[src/rtl/core/qll_pkg.sv]
`timescale 1ns / 1ps
`default_nettype none
package qll_pkg;
    localparam int FEAT_N  = 16;
    localparam int FEAT_W  = 4;
    localparam int K_MAX   = 256;
    localparam int K_W     = 8;
    localparam int CNT_W   = 9;
    localparam int ACC_W   = 26;
    localparam int WADDR_W = FEAT_W + K_W;

    localparam logic [1:0] OP_WEIGHT = 2'd0;
    localparam logic [1:0] OP_CHAN   = 2'd1;
    localparam logic [1:0] OP_ACT    = 2'd2;

    localparam logic [7:0] CFG_ISCALE = 8'd0;
    localparam logic [7:0] CFG_IZP    = 8'd1;
    localparam logic [7:0] CFG_LEN    = 8'd2;
    localparam logic [7:0] CFG_NF     = 8'd3;

    typedef struct packed {
        logic                     is_weight;
        logic                     is_chan;
        logic                     is_act;
        logic [FEAT_W-1:0]        row;
        logic [K_W-1:0]           column;
        logic signed [7:0]        value;
        logic [31:0]              scale;
        logic signed [7:0]        zp;
        logic signed [31:0]       bias;
    } item_t;

    typedef struct packed {
        logic [31:0]              iscale;
        logic signed [7:0]        izp;
        logic [CNT_W-1:0]         len;
        logic [FEAT_W-1:0]        last_f;
    } cfg_t;
endpackage
`default_nettype wire

[src/rtl/core/qll_front.sv]
`timescale 1ns / 1ps
`default_nettype none
module qll_front
    import qll_pkg::*;
(
    input  wire logic        aclk,
    input  wire logic        aresetn,
    input  wire logic        s_tvalid,
    output logic             s_tready,
    input  wire logic [95:0] s_tdata,
    input  wire logic [1:0]  s_tuser,
    output logic             q_valid,
    output item_t            q_item,
    input  wire logic        q_pop
);
    item_t      slot_reg [2];
    logic       wr_ptr_reg, wr_ptr_next;
    logic       rd_ptr_reg, rd_ptr_next;
    logic [1:0] cnt_reg, cnt_next;
    item_t      in_item;
    logic       push, pop;

    always_comb begin
        in_item.is_weight = (s_tuser == OP_WEIGHT);
        in_item.is_chan   = (s_tuser == OP_CHAN);
        in_item.is_act    = (s_tuser == OP_ACT);
        in_item.row       = s_tdata[3:0];
        in_item.column    = s_tdata[11:4];
        in_item.value     = s_tdata[19:12];
        in_item.scale     = s_tdata[51:20];
        in_item.zp        = s_tdata[59:52];
        in_item.bias      = s_tdata[91:60];
    end

    assign s_tready = (cnt_reg != 2'd2);
    assign q_valid  = (cnt_reg != 2'd0);
    assign q_item   = slot_reg[rd_ptr_reg];
    assign push     = s_tvalid && s_tready;
    assign pop      = q_pop && q_valid;

    always_comb begin
        wr_ptr_next = push ? ~wr_ptr_reg : wr_ptr_reg;
        rd_ptr_next = pop ? ~rd_ptr_reg : rd_ptr_reg;
        cnt_next    = cnt_reg + {1'b0, push} - {1'b0, pop};
    end

    always_ff @(posedge aclk) begin
        if (!aresetn) begin
            wr_ptr_reg <= 1'b0;
            rd_ptr_reg <= 1'b0;
            cnt_reg    <= 2'd0;
        end else begin
            wr_ptr_reg <= wr_ptr_next;
            rd_ptr_reg <= rd_ptr_next;
            cnt_reg    <= cnt_next;
        end
        if (push) begin
            slot_reg[wr_ptr_reg] <= in_item;
        end
    end
endmodule
`default_nettype wire

[config.mk]
export PLATFORM = sky130hd
export DESIGN_NAME = qll_front
export DESIGN_NICKNAME = d
export VERILOG_FILES = /design/src/rtl/core/qll_pkg.sv /design/src/rtl/core/qll_front.sv
export SDC_FILE = /design/constraint.sdc
export NUM_CORES = 1
export LEC_CHECK = 0
export BUFFER_PORTS_ARGS = -buffer_cell sky130_fd_sc_hd__buf_2
export CAP_MARGIN = 25
export CORE_ASPECT_RATIO = 2
export CORE_MARGIN = 2
export CORE_UTILIZATION = 47
export DETAILED_ROUTE_END_ITERATION = 10
export PLACE_DENSITY = 0.76
export SLEW_MARGIN = 25
export SYNTH_ARGS = -nofsm -noshare
export SYNTH_HDL_FRONTEND = slang
export SYNTH_SLANG_ARGS = --single-unit
[constraint.sdc]
create_clock -name aclk -period 3.3 [get_ports aclk]
set_input_delay 0.66 -clock aclk [delete_from_list [all_inputs] [get_ports aclk]]
set_output_delay 0.66 -clock aclk [all_outputs]
set_load 0.01 [all_outputs]
==> summary.md <==
| Metric | Value |
|---|---|
| Status | completed |
| Mean routed wirelength per cell | 18.01 um |
| Pre-CTS worst setup slack | 1.070 ns |
| Achievable frequency | 0.4337 GHz |
| Starting Density | 48.07% |
| Leakage | 3.531 nW |
| Via-to-Cell Ratio | 4.940 |
| Crit-path slowest cell | mux2_2 |
| Clock skew | 0.006292 ns |
| Simple-gate portion of the synthesized area | 1.549% |
| Worst EP arrival | 1.65 ns |
| CP peak stage delay | 0.39 ns |
| Yosys cell types | 26 |
| CTS Buffer Depth | 2 |
| Post-synth EDFFs | 190 |
| Synth Area in XOR/XNOR | 0.1191% |
| Post-route setup slack | 0.9943 ns |
| Fin area | 9210 um^2 |
| Final count of hold timing violations | 0 |
| Critical Path Source Type | flop |
| Setup TNS Final | 0 ns |
| Synth cell count leaders | 190 x edfxtp_1, 50 x mux2_4, 45 x mux2_2 |
| # rows | 64 |
| Synth Area in Compound Gates | 0.5956% |
| Count of final setup violators | 0 |
| Wirelength, routed | 13490 um |
| Mean area per synthesized cell | 22.35 um^2 |
| Slew headroom | 59.09% |
| GRT Total Usage | 16.29% |
| Global route total overflow | 0 |
| Post-synth top area share | 77.60% |
| DR pass1 iterations | 5 |
| CTS tree | built |
| Htree depth | 4 |
| Synth-to-Final Area Change | 25.27% |
| Peak VDD IR | 0.0005354 V |
| Initial DRC count | 157 |
| Worst Path Class, Setup | flop to output pin |
| First-pass GRT wire length | 20130 um |
| Inserted Clock Buffers | 17 |
| Placed Area | 8567 um^2 |
| Hold crit path type | input pin to flop |
| Max Cap Violations | 0 |
| Syn nets | 432 |
| Main flop type after synthesis | edfxtp_1 |
| Cell count after synthesis | 329 |
| Ys async rst share | 0% |
| GP Congestion | 0.7009 |
| Number of port buffers | 194 |
| Min Tclk post-route | 2.306 ns |
| CTS Hold Buffers Added | 0 |
| Crit path capture type | output pin |
| Largest register FFs | 190 |
| Max Slew Vio Count | 0 |
| Largest net degree at the start of global routing | 52 |
| Final Hold Slack | 0.4252 ns |
| Vias in the first global route | 4069 |
| Boundary pin count | 199 |
| Synth area leaders | edfxtp_1 78%, mux2_4 10%, mux2_2 6.9% |
| Resize count post-CTS | 0 |
| YS warnings | 0 |
| FF+latch count, synth | 195 |
| Final HPWL DP | 9326 um |
| Die H | 180.9 um |
| Main combinational cell family by area after synthesis | multiplexers |
| Power per Cell Area | 722.7 nW/um^2 |
| Post-CTS Setup Bufs | 0 |
| Worst skew pair latency | 0.41 ns |
| Residual DRC | 0 |
| Post-synthesis cell area | 7352 um^2 |
| Layout cells sized above 1 | 60.40% |
| CP Max Fanout | 48 |
| Final Non-Filler Cells | 749 |
| Antenna violations before repair | 5 |
| Synthesized-area fraction occupied by adder cells | 0.1702% |
| Crit path cell chain | buf_12 -> mux2_2 -> buf_2 |
| Clock transition at the registers of the reported paths | 0.07 ns |
| Nets | 639 |
| Via count | 3700 |
| DIE AREA | 16720 um^2 |
| Final ANT Viol Nets | 0 |
| Top cell type by total area after synthesis | edfxtp_1 |
| Sequential area share after synthesis | 78.97% |
| Mux cell area share after synthesis | 17.10% |
| Die Wd | 92.44 um |
| Unrepaired setup endpoints after global routing | no |
| Clock Sink Count | 195 |
| Most common cell in the netlist | edfxtp_1 |
| Root buffer cell | clkbuf_16 |
| Slew @ Worst Pin | 0.6136 ns |
| Worst EP required | 2.64 ns |
| Fin crit share | 69.87% |
| Placed insts | 715 |
| Core Region | 15290 um^2 |
==> layout by cell type (no fill, tap or decap), types with 2 or more instances in the layout <==
cell / netlist / layout
diode_2: 0 / 3
buf_12: 0 / 4
dfxtp_1: 5 / 4
nor2b_1: 3 / 3
o21ai_0: 2 / 2
edfxtp_1: 190 / 190
clkinv_2: 0 / 2
mux2_4: 50 / 50
bufinv_16: 0 / 5
clkinv_4: 0 / 2
inv_6: 0 / 2
buf_2: 4 / 194
clkbuf_16: 0 / 17
nor2_1: 5 / 5
mux2_2: 45 / 45
==> cell type report <==
class                   instances  area [um^2]
diodes                          3        7.507
clock buffers                  18        429.2
clock inverters                13        206.4
fillers                      1143         6085
inverters                       2        10.01
multi-input cells             121         1441
flip-flops and latches        195         5809
well taps                     198        247.7
repair buffers                199         1059
==> critical path, delay by kind of cell (launching register included) <==
kind                   cells  cell delay [ns]
DFF                        1             0.37
muxes                      1             0.39
buffers and inverters      2             0.43
==> worst paths after layout <==
kind	startpoint	end	slack, ns	cells past startpoint
max	flop	q_item[12]	0.99	3
min	s_tdata[84]	slot_reg[0][24]	0.43	1
max reg2reg	cnt_reg[0]	slot_reg[0][41]	1.32	4
min reg2reg	rd_ptr_reg	flop	0.52	2
==> routing by layer <==
layer	up-vias	track usage, %	routed length, um
met1	1810	14.84	4299
li1	1724	-	-
met2	130	30.80	7944
met3	32	5.088	766
met5	-	0	23
met4	4	8.776	457
==> power breakdown <==
part | total [mW] | internal (mW) | leakage (nW) | switching, mW
clock network | 2.19 | 1.34 | 0.308 | 0.847
logic | 1.39 | 0.700 | 1.40 | 0.687
registers | 3.08 | 3.01 | 1.82 | 0.0714
total | 6.66 | 5.05 | 3.53 | 1.61
==> cells by family after synthesis <==
group                      after synthesis
DFF                                    195
muxes                                   95
xor gates and xnor gates                 1
AOI/OAI and AO/OA                        6
and+or+nand+nor                         18
buffers and inverters                   13
adders and majority gates                1
==> per-stage QoR <==
step	power [mW]	util [%]
final	6.656	60.22
after detailed placement	4.547	56.01
after floorplan	4.065	-
after CTS	6.744	60.17
after global placement	4.494	56.01
after global routing	6.923	60.20
Note: power is estimated with default switching activity, not from simulation.
